--- config.mk ---
export PLATFORM = sky130hd
export DESIGN_NAME = polyar_ctrl
export DESIGN_NICKNAME = d
export VERILOG_FILES = /design/src/design/polyar_pkg.sv /design/src/design/polyar_ctrl.sv
export VERILOG_INCLUDE_DIRS = /design/src /design/src/design
export SDC_FILE = /design/constraint.sdc
export NUM_CORES = 1
export LEC_CHECK = 0
export BUFFER_PORTS_ARGS = -buffer_cell sky130_fd_sc_hd__buf_2
export CAP_MARGIN = 20
export CORE_AREA = 5 5 42 44
export CTS_CLUSTER_DIAMETER = 50
export CTS_CLUSTER_SIZE = 24
export DETAILED_ROUTE_END_ITERATION = 7
export DIE_AREA = 0 0 47 49
export PLACE_DENSITY = 0.52
export SKIP_CTS_REPAIR_TIMING = 1
export SKIP_LAST_GASP = 1
export SYNTH_ARGS = -nofsm -noshare
export SYNTH_HDL_FRONTEND = slang
export SYNTH_SLANG_ARGS = --single-unit
export TNS_END_PERCENT = 1
--- constraint.sdc ---
create_clock -name clk -period 1.9 [get_ports clk]
set_clock_uncertainty 0.2 [all_clocks]
set_input_delay 0 -clock clk [delete_from_list [all_inputs] [get_ports clk]]
set_output_delay 0 -clock clk [all_outputs]
set_load 0.03 [all_outputs]
--- src/design/polygon_area_rank_core_assert.svh ---
// Assertion macros shared by the polygon area rank modules.
`ifndef POLYGON_AREA_RANK_CORE_ASSERT_SVH
`define POLYGON_AREA_RANK_CORE_ASSERT_SVH
`ifndef ASSERT_OFF
`define POLYAR_ASSERT_IMP(label, clk, rst, pre, post) \
  label: assert property (@(posedge clk) disable iff (rst) (pre) |-> (post)) \
    else $error("polygon area rank: assertion failed");
`define POLYAR_ASSERT_NEXT(label, clk, rst, pre, post) \
  label: assert property (@(posedge clk) disable iff (rst) (pre) |=> (post)) \
    else $error("polygon area rank: assertion failed");
`else
`define POLYAR_ASSERT_IMP(label, clk, rst, pre, post)
`define POLYAR_ASSERT_NEXT(label, clk, rst, pre, post)
`endif
`endif

--- src/design/polyar_pkg.sv ---
`timescale 1ns / 1ps
package polyar_pkg;

  localparam int MAX_POLYGONS  = 64;
  localparam int COORD_BITS    = 24;
  localparam int IN_COORD_BITS = 24;
  localparam int AREA_BITS     = 52;
  localparam int IDX_BITS      = 6;
  localparam int ACC_BITS      = 64;
  localparam int ADDR_BITS     = (MAX_POLYGONS > 1) ? $clog2(MAX_POLYGONS) : 1;
  localparam int CNT_BITS      = $clog2(MAX_POLYGONS + 1);
  localparam int DIFF_BITS     = COORD_BITS + 1;
  localparam int PROD_BITS     = 2 * DIFF_BITS;
  localparam int TERM_BITS     = PROD_BITS + 1;

  localparam logic [AREA_BITS-1:0] AREA_MAX = {AREA_BITS{1'b1}};

  typedef struct packed {
    logic load;
    logic mul;
    logic acc;
    logic close;
    logic rd_i;
    logic lat_i;
    logic rd_j;
    logic cmp_j;
    logic next_i;
    logic finish;
  } polyar_cmd_t;

  typedef struct packed {
    logic poly_end;
    logic set_end;
    logic i_last;
    logic j_last;
  } polyar_stat_t;

endpackage

--- src/design/polyar_ctrl.sv ---
`timescale 1ns / 1ps
`include "polygon_area_rank_core_assert.svh"
module polyar_ctrl (
  input  logic                     clk,
  input  logic                     rst,
  input  logic                     in_valid,
  output logic                     in_ready,
  output logic                     out_valid,
  input  logic                     out_ready,
  input  polyar_pkg::polyar_stat_t stat,
  output polyar_pkg::polyar_cmd_t  cmd
);

  typedef enum logic [3:0] {
    S_IDLE,
    S_MUL,
    S_ACC,
    S_CLOSE,
    S_RD_I,
    S_LAT_I,
    S_RD_J,
    S_CMP_J,
    S_EMIT
  } state_t;

  state_t state;
  state_t state_next;
  logic   in_acc;
  logic   out_acc;

  assign in_acc  = in_valid && in_ready;
  assign out_acc = out_valid && out_ready;

  always_comb begin
    cmd        = '0;
    state_next = state;
    case (state)
      S_IDLE: begin
        if (in_acc) begin
          cmd.load   = 1'b1;
          state_next = S_MUL;
        end
      end
      S_MUL: begin
        cmd.mul    = 1'b1;
        state_next = S_ACC;
      end
      S_ACC: begin
        cmd.acc    = 1'b1;
        state_next = (stat.poly_end || stat.set_end) ? S_CLOSE : S_IDLE;
      end
      S_CLOSE: begin
        cmd.close  = 1'b1;
        state_next = stat.set_end ? S_RD_I : S_IDLE;
      end
      S_RD_I: begin
        cmd.rd_i   = 1'b1;
        state_next = S_LAT_I;
      end
      S_LAT_I: begin
        cmd.lat_i  = 1'b1;
        state_next = S_RD_J;
      end
      S_RD_J: begin
        cmd.rd_j   = 1'b1;
        state_next = S_CMP_J;
      end
      S_CMP_J: begin
        cmd.cmp_j  = 1'b1;
        state_next = stat.j_last ? S_EMIT : S_RD_J;
      end
      S_EMIT: begin
        if (out_acc) begin
          if (stat.i_last) begin
            cmd.finish = 1'b1;
            state_next = S_IDLE;
          end else begin
            cmd.next_i = 1'b1;
            state_next = S_RD_I;
          end
        end
      end
      default: begin
        state_next = S_IDLE;
      end
    endcase
  end

  always_ff @(posedge clk) begin
    if (rst) begin
      state     <= S_IDLE;
      in_ready  <= 1'b1;
      out_valid <= 1'b0;
    end else begin
      state     <= state_next;
      in_ready  <= (state_next == S_IDLE);
      out_valid <= (state_next == S_EMIT);
    end
  end

  `POLYAR_ASSERT_IMP(a_out_blocks_in, clk, rst, out_valid, !in_ready)
  `POLYAR_ASSERT_NEXT(a_busy_after_item, clk, rst, in_valid && in_ready, !in_ready)
  `POLYAR_ASSERT_NEXT(a_idle_after_set, clk, rst, out_acc && stat.i_last, in_ready && !out_valid)

endmodule

# Word-level counts from Yosys, hierarchy flattened
# Index checks and enable logic that the tools add are counted.
word_totals:
  regBits: 6
  latch_bits: 0
  ramBits: 0
  romBits: 0
  out_inout_bits: 12
  mem_count: 0
classes:
  add_sub_neg: 0
  mul: 0
  div_mod_pow: 0
  order_cmp: 0
  n_eq_ne: 9
  n_shift: 0
  muxes: 20
  n_bitwise: 0
  n_reduce_logical: 5
ops:
  columns: ["cell", "n"]
  rows:
  - ["case mux 4 bit (9 select lines)", 1]
  - ["== test 4 x 3 -> 1 bit, second input constant", 4]
  - ["two-way mux 4 bit", 3]
  - ["two-way mux 1 bit", 11]
  - ["== test 4 x 2 -> 1 bit, second input constant", 2]
  - ["== test 4 bit, second input constant", 2]
  - ["zero test 4 bit", 2]
  - ["two-way mux 2 bit", 3]
  - ["two-way mux 3 bit", 2]
  - ["== test 4 x 1 -> 1 bit, second input constant", 1]
  - ["logical AND 1 bit", 2]
  - ["logical OR 1 bit", 1]

# Longest topological paths before layout
# Gate-level depths: netlist (run 1).
logic_depth:
  word_depth: 4
  mapped_depth: 5
  ltp_nobuf: 4

# Worst setup path after synthesis (run 1)
# No wires, ideal clock.
synth_path:
  kind: "flip-flop to flip-flop"
  from: "reg state[1]"
  to: "reg in_ready"
  setup_ps: 116
  t_arrival_ps: 1699
  setup_slack_ps: -115
  stages_incl_launch_ff: 6
  period_less_slack_ps: 2015
  cell_sequence: "dfxtp_1 > buf_2 > nand2_1 > nor3_1 > a211oi_2 > a41o_1"
synth_between:
  elab_chain_len: 3
  word_cells_on_any_way: 13
  classes_between: "8 x eq/ne; 3 x mux; 2 x reduce/logical"
synth_lines:
  columns: ["item", "line_no", "rtl"]
  rows:
  - ["start: declaration", "polyar_ctrl.sv:26", "state_t state;"]
  - ["start signal: assignment", "polyar_ctrl.sv:95", "state <= state_next;"]
  - ["== test 4 bit (tied with other cells)", "polyar_ctrl.sv:37", "case (state)"]
  - ["case mux 4 bit (9 select lines) (*)", "polyar_ctrl.sv:37", null]
  - ["zero test 4 bit (*)", "polyar_ctrl.sv:96", "in_ready <= (state_next == S_IDLE);"]
  - ["end signal: assignment", "polyar_ctrl.sv:96", null]
  - ["end: declaration", "polyar_ctrl.sv:7", "output logic in_ready,"]
# Mark *: on every way between the ends. The rest lies on a longest branch, timed or not.
# A chain may end at the register's enable or synchronous reset.

==> summary.md, run 1 <==
| Metric | Value |
|---|---|
| Power Total | about 0.0004 W |
| Die footprint | roughly 2300 sq um |
| GRT Total Usage | 9.46% |
| Initial Util | 27.1% |
| CTS buffer count | 3 |
| Final HPWL DP | around 770 um |
| Initial antenna violation count | 0 |
| H-tree Lvls | 1 |
| CTS Sinks | 6 |
| Critical Path Max Stage Delay | approximately 0.56 ns |
| Rel. slew slack | 83.6% |
| Final period util | 88.1% |
| WL final | ~910 um |
| First-pass iteration count of the detailed router | 2 |
| Internal power | 0.000267 W |
| DRC viols | 0 |
| Placeable Area | 1400 sq um |
| Cells after synthesis | slightly below 50 |
| Post-synthesis sequential area ratio | about a third |
| Filler instances | approximately 160 |
| Post-synthesis cell type count | 22 |
| Outcome | finished, violations left |
| M2 GR Usage | about 14% |
| CP max-delay cell | or4b_4 |
| PwrDens | 729 nW/um^2 |
| Net total in the final layout | 83 |
| Crit path capture type | primary output |
| Row count | 14 |
| Die Span Y | about 49 um |
| ANT cells | 0 |
| Hold Vio Cnt, Final | 1 |
| CP Data Arrival Time | roughly 1.5 ns |
| Sw power | between 0.0001 and 0.00015 W |
| Crit path time final | around 1.7 ns |
| YS warnings | 0 |
| Post-Syn Nets | 57 |
| Max Cap Viol | 0 |
| Remaining antenna violation count | 0 |
| Setup TNS Final | 0 ns |
| Clock Latency Late Sink | about 0.24 ns |
| CTS tree | built |
| Classification of the worst-slack hold path | primary input to flop |
| Clock slew at reported path FFs | approximately 0.04 ns |
| Grt ovf | 0 |
| Synth Area per Inst | ~7.8 sq um |
| Reg power frac | around 36% |
| Ports | 20 |
| Max Root-Sink Buffers | 2 |
| Die Width | between 40 and 50 um |
| Mapped cell area | roughly 380 sq um |
| FF+latch area | approximately 120 sq um |
| Worst hold margin | -0.0177 ns |
| Gpl congestion | about 0.8 |
| Count of final max-slew check failures | 0 |
| DRT iter0 DRCs | 4 |
| Root Driver | clkbuf_4 |
| Layout cells sized above 1 | 42.5% |
| Maximum VDD drop | 0.397 mV |
| Crit path cell chain | or4b_4, nor3_4, buf_2 |
| GRT met3 Usage | approximately 1.5% |
| Most common cell after layout, fill and taps aside | buf_2 |
| Unrepaired setup endpoints after global routing | no |
| Worst-path fanout max | 3 |
| Clock share of power | about 28% |
| Drt wl/cell | 10.2 um |
| Area growth, synth to finish | 43.7% |
| Failing checks | hold timing |
| Vias | 412 |
| WP data required | 1.70 ns |
| Synthesized flop and latch total | 6 |
| Commonest cells after routing, fill and taps aside | 19 x buf_2, 6 x nor3_1, 6 x nor2_1, 6 x dfxtp_1, 5 x nand2b_1 |
| Power share of the combinational group | between 30% and 40% |
| Vias per Instance | 4.63 |
| Fmax | 597 MHz |
| Pin count of the biggest net entering global routing | 11 |
| Area of the multi-input gates | around 230 sq um |
| Sw frac | 33.1% |
| Setup crit start kind | flop |
| GR peak layer | met2 |
| First-pass GRT wire length | between 1.5 and 2 mm |
| Critical setup path kind | flop to primary output |
| Leak | just under 0.3 nW |
| Met1 Use GR | a little under an eighth |
| Vias in the first global route | between 300 and 400 |
| Worst Max-Slew Pin Slew | around 0.24 ns |
| IO buf count | 19 |
| # setup viols final | 0 |
==> cells by family after synthesis <==
logic type             synth area share [%]
AOI/OAI and AO/OA                      13.8
and+or+nand+nor                        44.7
buffers and inverters                  9.87
DFF                                    31.6
==> power by group through the flow <==
| stage | Clock [W] | Combinational (W) | Sequential (W) |
|---|---|---|---|
| 2_1_floorplan | 0 | 0.0000959 | 0.000155 |
| 3_3_place_gp | 0 | 0.000143 | 0.000147 |
| 3_5_place_dp | 0 | 0.000141 | 0.000147 |
| 4_1_cts | 0.000117 | 0.000141 | 0.000145 |
| 5_1_grt | 0.000123 | 0.000158 | 0.000146 |
| 6_report | 0.000111 | 0.000143 | 0.000144 |
==> worst paths after layout <==
| kind | from | endpoint | slack, ns | depth (start not counted) |
|---|---|---|---|---|
| max | state[1] | cmd[1] | 0.23 | 3 |
| min | in_valid | state[0] | -0.02 | 4 |
| max reg2reg | state[1] | in_ready | 0.27 | 4 |
| min reg2reg | in_ready | state[0] | 0.46 | 3 |
==> synthesized netlist by cell type (all sizes together) <==
cell    count  area share (%)
nor3        8              13
a41o        1             2.6
nor2        6             5.9
nor2b       1             1.6
or2b        1             2.0
or4b        1             3.6
and3        1             1.6
inv         3             3.0
or2         1             1.6
a21oi       2             2.6
buf         4             6.9
nand3       1             1.3
a211oi      1             3.3
nor4        1             1.6
dfxtp       6              32
o31ai       1             2.0
nand2       2             2.0
nand2b      5             8.2
and2        1             1.6
o22ai       2             3.3
==> layout make-up <==
| type | instances | area share (%) |
|---|---|---|
| multi-input combinational | 36 | 41.6 |
| timing repair buffer | 25 | 26.5 |
| sequential | 6 | 22.0 |
| clock buffer | 3 | 4.12 |
| tap | 16 | 3.66 |
| inverter | 3 | 2.06 |
==> critical path, delay by kind of cell, from the launching register on <==
kind	cells	cell delay (ns)
simple gates	2	0.71
flops	1	0.30
buf+inv	1	0.22
==> per-layer routing <==
layer  vias up  part of all wire, %
li1        219                    -
met1       183                   44
met3         2                  4.2
met2         8                   51
met5         -                    0
met4         0                  1.4
==> per-stage QoR <==
stage / utilization [%] / instance area [sq um] / cells / setup WS [ns] / hold WS, ns
after global placement: 36.0 / 504 / 84 / 0.286 / 0.0111
after floorplan: - / 385 / 49 / 0.00835 / -0.151
after detailed placement: 36.0 / 504 / 84 / 0.262 / 0.0121
final: 39.0 / 547 / 89 / 0.226 / -0.0177
after CTS: 37.6 / 527 / 87 / 0.198 / -0.242
after global routing: 39.0 / 547 / 89 / 0.145 / 0.0449
==> registers in the layout (all words and copies together) (netlist names) <==
register and count:
out_valid 1, in_ready 1, state 4
No activity file was read; power rests on OpenSTA's default activity.
==> run 2: changes to the inputs <==
--- a/config.mk
+++ b/config.mk
@@ -8,11 +8,11 @@
 export LEC_CHECK = 0
 export BUFFER_PORTS_ARGS = -buffer_cell sky130_fd_sc_hd__buf_2
 export CAP_MARGIN = 20
-export CORE_AREA = 5 5 42 44
+export CORE_AREA = 4 4 41 43
 export CTS_CLUSTER_DIAMETER = 50
 export CTS_CLUSTER_SIZE = 24
 export DETAILED_ROUTE_END_ITERATION = 7
-export DIE_AREA = 0 0 47 49
+export DIE_AREA = 0 0 45 47
 export PLACE_DENSITY = 0.52
 export SKIP_CTS_REPAIR_TIMING = 1
 export SKIP_LAST_GASP = 1
==> constraint.sdc (replaced) <==
create_clock -name clk -period 1.9 [get_ports clk]
set_clock_uncertainty 0.2 [all_clocks]
set_input_delay 0 -clock clk [delete_from_list [all_inputs] [get_ports clk]]
set_output_delay 0 -clock clk [all_outputs]
set_load 0.02 [all_outputs]
==> run 2 against run 1 <==
Effect of this change:
- the run now ends clean
- design area rose by 0.69%
- via count decreased by 0.24%
- die area down 8.2%
- flip-flop and latch count unchanged
- total power decreased by 2.3%
- largest cell class unchanged
- largest power group unchanged
==> summary.md, run 2 (same netlist as run 1, synthesis figures left out) <==
| Metric | Value |
|---|---|
| Vias in the first global route | 368 (was 394) |
| First-pass iteration count of the detailed router | 4 (was 2) |
| H-tree Lvls | 1 (unchanged) |
| Classification of the worst-slack hold path | primary input to flop (unchanged) |
| Layout cells sized above 1 | 40.5% (was 42.5%) |
| ANT cells | 0 (unchanged) |
| Placeable Area | 1300 sq um (was 1400 sq um) |
| Initial Util | 29.2% (was 27.1%) |
| Final HPWL DP | 776 um (was 767 um) |
| Final period util | 88.0% (was 88.1%) |
| Most common cell after layout, fill and taps aside | buf_2 (unchanged) |
| CTS tree | built (unchanged) |
| Die Span Y | 47 um (was 49 um) |
| Maximum VDD drop | 0.294 mV (was 0.397 mV) |
| Crit path cell chain | or4b_4, o22ai_1, nand2b_1, a41o_1 (was or4b_4, nor3_4, buf_2) |
| Pin count of the biggest net entering global routing | 11 (unchanged) |
| Setup crit start kind | flop (unchanged) |
| Max Cap Viol | 0 (unchanged) |
| PwrDens | 707 nW/um^2 (was 729 nW/um^2) |
| Internal power | 0.000268 W (was 0.000267 W) |
| First-pass GRT wire length | 1.57 mm (was 1.61 mm) |
| Fmax | 598 MHz (was 597 MHz) |
| Final WS setup | 0.228 ns (was 0.226 ns) |
| Die footprint | 2120 sq um (was 2300 sq um) |
| CP max-delay cell | or4b_4 (unchanged) |
| Crit path time final | 1.67 ns (about the same) |
| Initial antenna violation count | 0 (unchanged) |
| Largest Register | state (unchanged) |
| Post-Place Worst Slack | 0.223 ns (was 0.262 ns) |
| Power share of the combinational group | 34.0% (was 35.9%) |
| Ports | 20 (unchanged) |
| Worst-path fanout max | 3 (unchanged) |
| CTS buffer count | 3 (unchanged) |
| Area growth, synth to finish | 44.7% (was 43.7%) |
| DRT iter0 DRCs | 8 (was 4) |
| Vias | 411 (was 412) |
| CP Data Arrival Time | 1.60 ns (was 1.47 ns) |
| IO buf count | 19 (unchanged) |
| Gpl congestion | 0.703 (was 0.793) |
| DRC viols | 0 (unchanged) |
| Leak | 0.291 nW (was 0.292 nW) |
| Clock slew at reported path FFs | 0.04 ns (about the same) |
| GRT Total Usage | 10.7% (was 9.46%) |
| Row count | 13 (was 14) |
| Critical Path Max Stage Delay | 0.57 ns (was 0.56 ns) |
| Rel. slew slack | 82.5% (was 83.6%) |
| Count of final max-slew check failures | 0 (unchanged) |
| Outcome | finished, final reports clean (was finished, violations left) |
| Hold Vio Cnt, Final | 0 (was 1) |
| Unrepaired setup endpoints after global routing | no (unchanged) |
| Max Root-Sink Buffers | 2 (unchanged) |
| WL final | 973 um (was 910 um) |
| Grt ovf | 0 (unchanged) |
| Net total in the final layout | 84 (was 83) |
| Drt wl/cell | 10.9 um (was 10.2 um) |
| Remaining antenna violation count | 0 (unchanged) |
| # setup viols final | 0 (unchanged) |
| Root Driver | clkbuf_4 (unchanged) |
| Reg power frac | 37.3% (was 36.2%) |
| Largest registers | state x4, in_ready x1, out_valid x1 (unchanged) |
| Commonest cells after routing, fill and taps aside | 19 x buf_2, 7 x nor3_1, 6 x nor2_1, 6 x dfxtp_1, 5 x nand2b_1 (was 19 x buf_2, 6 x nor3_1, 6 x nor2_1, 6 x dfxtp_1, 5 x nand2b_1) |
| Max reg flops | 4 (unchanged) |
| WP data required | 1.83 ns (was 1.70 ns) |
| Sw frac | 31.2% (was 33.1%) |
| Clock share of power | 28.7% (was 27.9%) |
| Die Width | 45 um (was 47 um) |
| Clock Latency Late Sink | 0.24 ns (about the same) |
| Vias per Instance | 4.62 (was 4.63) |
| CTS Sinks | 6 (unchanged) |
| Worst Max-Slew Pin Slew | 0.261 ns (was 0.244 ns) |
| Critical setup path kind | flop to flop (was flop to primary output) |
| Crit path capture type | flop (was primary output) |
| Sw power | 0.000121 W (was 0.000132 W) |
| Setup TNS Final | 0 ns (unchanged) |
==> run 2: changes by cell type in the layout (fill, tap and decap cells not counted) <==
| cell | change |
|---|---|
| nor3_2 | -1 |
| dlygate4sd3_1 | +1 |
| nor3_1 | +1 |
==> run 2: layout make-up <==
class / instances / area (sq um)
clock buffer: 3 / 22.5
timing repair buffer: 26 / 155
fill: 150 / 751
inverter: 3 / 11.3
tap: 15 / 18.8
multi-input combinational: 36 / 223
sequential: 6 / 120
==> run 2: per-layer routing <==
metal	vias up	track usage (%)	wire length (um)
li1	220	-	-
met1	180	13.5	426
met2	9	15.5	487
met3	2	1.15	51
met4	0	10.5	8
met5	-	0	0
==> run 2: final timing paths <==
check	startpoint	to	slack (ns)	cells past startpoint
worst max-delay path	state[1]	in_ready	0.23	4
worst min-delay path	stat[0]	out_valid	0.05	5
worst max register to register	state[1]	in_ready	0.23	4
worst min register to register	in_ready	state[0]	0.46	3
==> run 2: stage by stage <==
stage | hold WS [ns] | instances | util [%] | power (W) | instance area (sq um)
2_1_floorplan | -0.161 | 49 | - | 0.000237 | 380
3_3_place_gp | 0.0105 | 83 | 38.3 | 0.000276 | 498
3_5_place_dp | 0.0238 | 83 | 38.3 | 0.000276 | 498
4_1_cts | -0.230 | 86 | 40.0 | 0.000393 | 520
5_1_grt | 0.0736 | 89 | 42.3 | 0.000416 | 551
6_report | 0.0472 | 89 | 42.3 | 0.000389 | 551
==> run 2: power by group through the flow <==
| stage | sequential, W | clock, W | combinational (W) |
|---|---|---|---|
| finish | 0.000145 | 0.000112 | 0.000132 |
| floorplan | 0.000152 | 0 | 0.0000856 |
| CTS | 0.000145 | 0.000119 | 0.000129 |
| detailed placement | 0.000147 | 0 | 0.000128 |
| global placement | 0.000147 | 0 | 0.000129 |
| global route | 0.000146 | 0.000124 | 0.000146 |
==> run 2: worst max-delay path: cells and delay by family (launching register included) <==
family	cells	cell delay [ns]
AO/OA/AOI/OAI	2	0.37
AND/OR/NAND/NOR	2	0.69
flip-flops	1	0.31
==> run 3: changes to the inputs <==
--- a/config.mk
+++ b/config.mk
@@ -13,7 +13,8 @@
 export CTS_CLUSTER_SIZE = 24
 export DETAILED_ROUTE_END_ITERATION = 7
 export DIE_AREA = 0 0 45 47
-export PLACE_DENSITY = 0.52
+export PLACE_DENSITY = 0.54
+export RECOVER_POWER = 100
 export SKIP_CTS_REPAIR_TIMING = 1
 export SKIP_LAST_GASP = 1
 export SYNTH_ARGS = -nofsm -noshare
==> constraint.sdc (replaced) <==
create_clock -name clk -period 1.53 [get_ports clk]
set_clock_uncertainty 0.2 [all_clocks]
set_input_delay 0 -clock clk [delete_from_list [all_inputs] [get_ports clk]]
set_output_delay 0 -clock clk [all_outputs]
set_load 0.02 [all_outputs]
==> run 3 against run 2 <==
Effect of this change:
- the flow now finishes with violations (setup timing)
- non-clock buffer count up 2
- combinational power rose by 30%
- first-iteration DRC count is 50% lower
- global-route usage decreased by 0.32 points
- utilization up 0.58 points
- sequential share of layout area shrank 0.29 points
- worst setup slack got worse by 0.44 ns
- sequential power rose by 24%
- largest power group unchanged
==> summary.md, run 3 (same netlist as run 1, synthesis figures left out) <==
| Metric | Value |
|---|---|
| Critical setup path kind | flop to primary output (was flop to flop) |
| Reg power frac | 36.8% (was 37.3%) |
| Largest Register | state (unchanged) |
| Gpl congestion | 0.718 (was 0.703) |
| Maximum VDD drop | 0.358 mV (was 0.294 mV) |
| CTS Sinks | 6 (unchanged) |
| Crit path capture type | primary output (was flop) |
| Vias per Instance | 4.57 (was 4.62) |
| Net total in the final layout | 86 (was 84) |
| Row count | 13 (unchanged) |
| Vias | 416 (was 411) |
| Worst-path fanout max | 3 (unchanged) |
| Worst Hold End | state[3] (was out_valid) |
| Crit path time final | around 1.7 ns |
| H-tree Lvls | 1 (unchanged) |
| Area growth, synth to finish | 46.7% (was 44.7%) |
| Hold Vio Cnt, Final | 0 (unchanged) |
| Hold depth | 5 (unchanged) |
| Fin util | 42.9% (was 42.3%) |
| Min-delay src | stat[0] (unchanged) |
| Most common cell after layout, fill and taps aside | buf_2 (unchanged) |
| Power share of the combinational group | 34.9% (was 34.0%) |
| Clock share of power | 28.3% (was 28.7%) |
| # setup viols final | 4 (was 0) |
| First-pass iteration count of the detailed router | 4 (unchanged) |
| Max Cap Viol | 0 (unchanged) |
| Failing checks | setup timing |
| Max Root-Sink Buffers | 2 (unchanged) |
| Initial antenna violation count | 0 (unchanged) |
| Initial Util | 29.2% (unchanged) |
| PwrDens | 876 nW/um^2 (was 707 nW/um^2) |
| CTS tree | built (unchanged) |
| Max reg flops | 4 (unchanged) |
| R2r startpoint | state[1] (unchanged) |
| First-pass GRT wire length | 1.51 mm (was 1.57 mm) |
| Remaining antenna violation count | 0 (unchanged) |
| Count of final max-slew check failures | 0 (unchanged) |
| Worst R2R Path Depth | 4 (unchanged) |
| Die footprint | 2120 sq um (unchanged) |
| Sw power | 0.000151 W (was 0.000121 W) |
| CP Data Arrival Time | 1.54 ns (was 1.60 ns) |
| CTS buffer count | 3 (unchanged) |
| Setup crit start kind | flop (unchanged) |
| Rel. slew slack | 81.2% (was 82.5%) |
| Filler instances | 151 (was 150) |
| Clock Latency Late Sink | 0.24 ns (about the same) |
| DRC viols | 0 (unchanged) |
| Placeable Area | 1300 sq um (unchanged) |
| Clock slew at reported path FFs | 0.04 ns (about the same) |
| WL final | 930 um (was 973 um) |
| R2r setup slk | -0.10 ns (was 0.23 ns) |
| Drt wl/cell | 10.2 um (was 10.9 um) |
| Grt ovf | 0 (unchanged) |
| Dpl cells | 86 (was 83) |
| Pin count of the biggest net entering global routing | 11 (unchanged) |
| WP data required | 1.33 ns (was 1.83 ns) |
| Vias in the first global route | 385 (was 368) |
| Layout cells sized above 1 | 40.8% (was 40.5%) |
| GRT Total Usage | 10.4% (was 10.7%) |
| Worst hold margin | 0.0320 ns (was 0.0472 ns) |
| Worst setup path start | state[1] (unchanged) |
| Commonest cells after routing, fill and taps aside | 16 x buf_2, 7 x nor3_1, 6 x nor2_1, 6 x dfxtp_1, 6 x buf_4 (was 19 x buf_2, 7 x nor3_1, 6 x nor2_1, 6 x dfxtp_1, 5 x nand2b_1) |
| Leak | 0.294 nW (was 0.291 nW) |
| Internal power | 0.000338 W (was 0.000268 W) |
| Worst r2r dst | in_ready (unchanged) |
| Worst Max-Slew Pin Slew | 0.280 ns (was 0.261 ns) |
| Fmax | ~570 MHz |
| Non-filler instance count after layout | 91 (was 89) |
| Final HPWL DP | 764 um (was 776 um) |
| ANT cells | 0 (unchanged) |
| Final period util | 114% |
| Outcome | finished, violations left (was finished, final reports clean) |
| DRT iter0 DRCs | 4 (was 8) |
| Ports | 20 (unchanged) |
| Final WS setup | -0.210 ns (was 0.228 ns) |
| IO buf count | 19 (unchanged) |
| Classification of the worst-slack hold path | primary input to flop (unchanged) |
| Die Width | 45 um (unchanged) |
| Largest registers | state x4, in_ready x1, out_valid x1 (unchanged) |
| Sw frac | 30.9% (was 31.2%) |
| Unrepaired setup endpoints after global routing | yes (was no) |
| Die Span Y | 47 um (unchanged) |
| Root Driver | clkbuf_4 (unchanged) |
run 3: cell types whose count changed in the layout (fill, tap and decap cells not counted):
cell	change
clkbuf_1	+2
buf_4	+2
dlygate4sd3_1	-1
clkbuf_2	+2
buf_2	-3
run 3: final cells by class:
class	instances	area [sq um]	share of cell area, %
inverter	3	11.3	2.02
sequential	6	120	21.5
tap	15	18.8	3.36
timing repair buffer	28	163	29.1
multi-input combinational	36	223	39.9
clock buffer	3	22.5	4.04
run 3: power groups by stage:
| stage | combinational [W] | sequential [W] | clock, W |
|---|---|---|---|
| 4_1_cts | 0.000171 | 0.000180 | 0.000146 |
| 3_5_place_dp | 0.000170 | 0.000183 | 0 |
| 3_3_place_gp | 0.000171 | 0.000182 | 0 |
| 5_1_grt | 0.000188 | 0.000181 | 0.000147 |
| 6_report | 0.000171 | 0.000180 | 0.000139 |
| 2_1_floorplan | 0.000106 | 0.000188 | 0 |
run 3: per-stage QoR:
step           TNS, ns  area [sq um]  power (W)  worst slack, ns
2_1_floorplan   -0.504           380   0.000295           -0.296
3_3_place_gp   -0.0912           520   0.000353          -0.0912
3_5_place_dp    -0.106           520   0.000353           -0.106
4_1_cts         -0.479           543   0.000497           -0.234
5_1_grt          -1.11           558   0.000515           -0.283
6_report        -0.423           558   0.000489           -0.210
run 3: per-layer routing:
| layer | wire, um | share of wire [%] | global-route usage, % | up-vias |
|---|---|---|---|---|
| met5 | 0 | 0 | 0 | - |
| met4 | 31 | 3.3 | 12.3 | 0 |
| met3 | 47 | 5.1 | 1.15 | 4 |
| met2 | 437 | 47 | 15.5 | 11 |
| met1 | 414 | 45 | 11.9 | 175 |
| li1 | - | - | - | 226 |
run 3: worst max-delay path by stage:
stage	slack [ns]	cells after the start	end
floorplan	-0.30	5	in_ready
global placement	-0.09	4	in_ready
detailed placement	-0.11	4	in_ready
CTS	-0.23	4	cmd[1]
global route	-0.28	4	cmd[1]
finish	-0.21	4	cmd[1]
run 3: critical path: stages, from the launching register on:
cell and delay (ns):
dfxtp_1 0.30, or4b_4 0.56, nor3_4 0.16, buf_4 0.13, buf_2 0.15
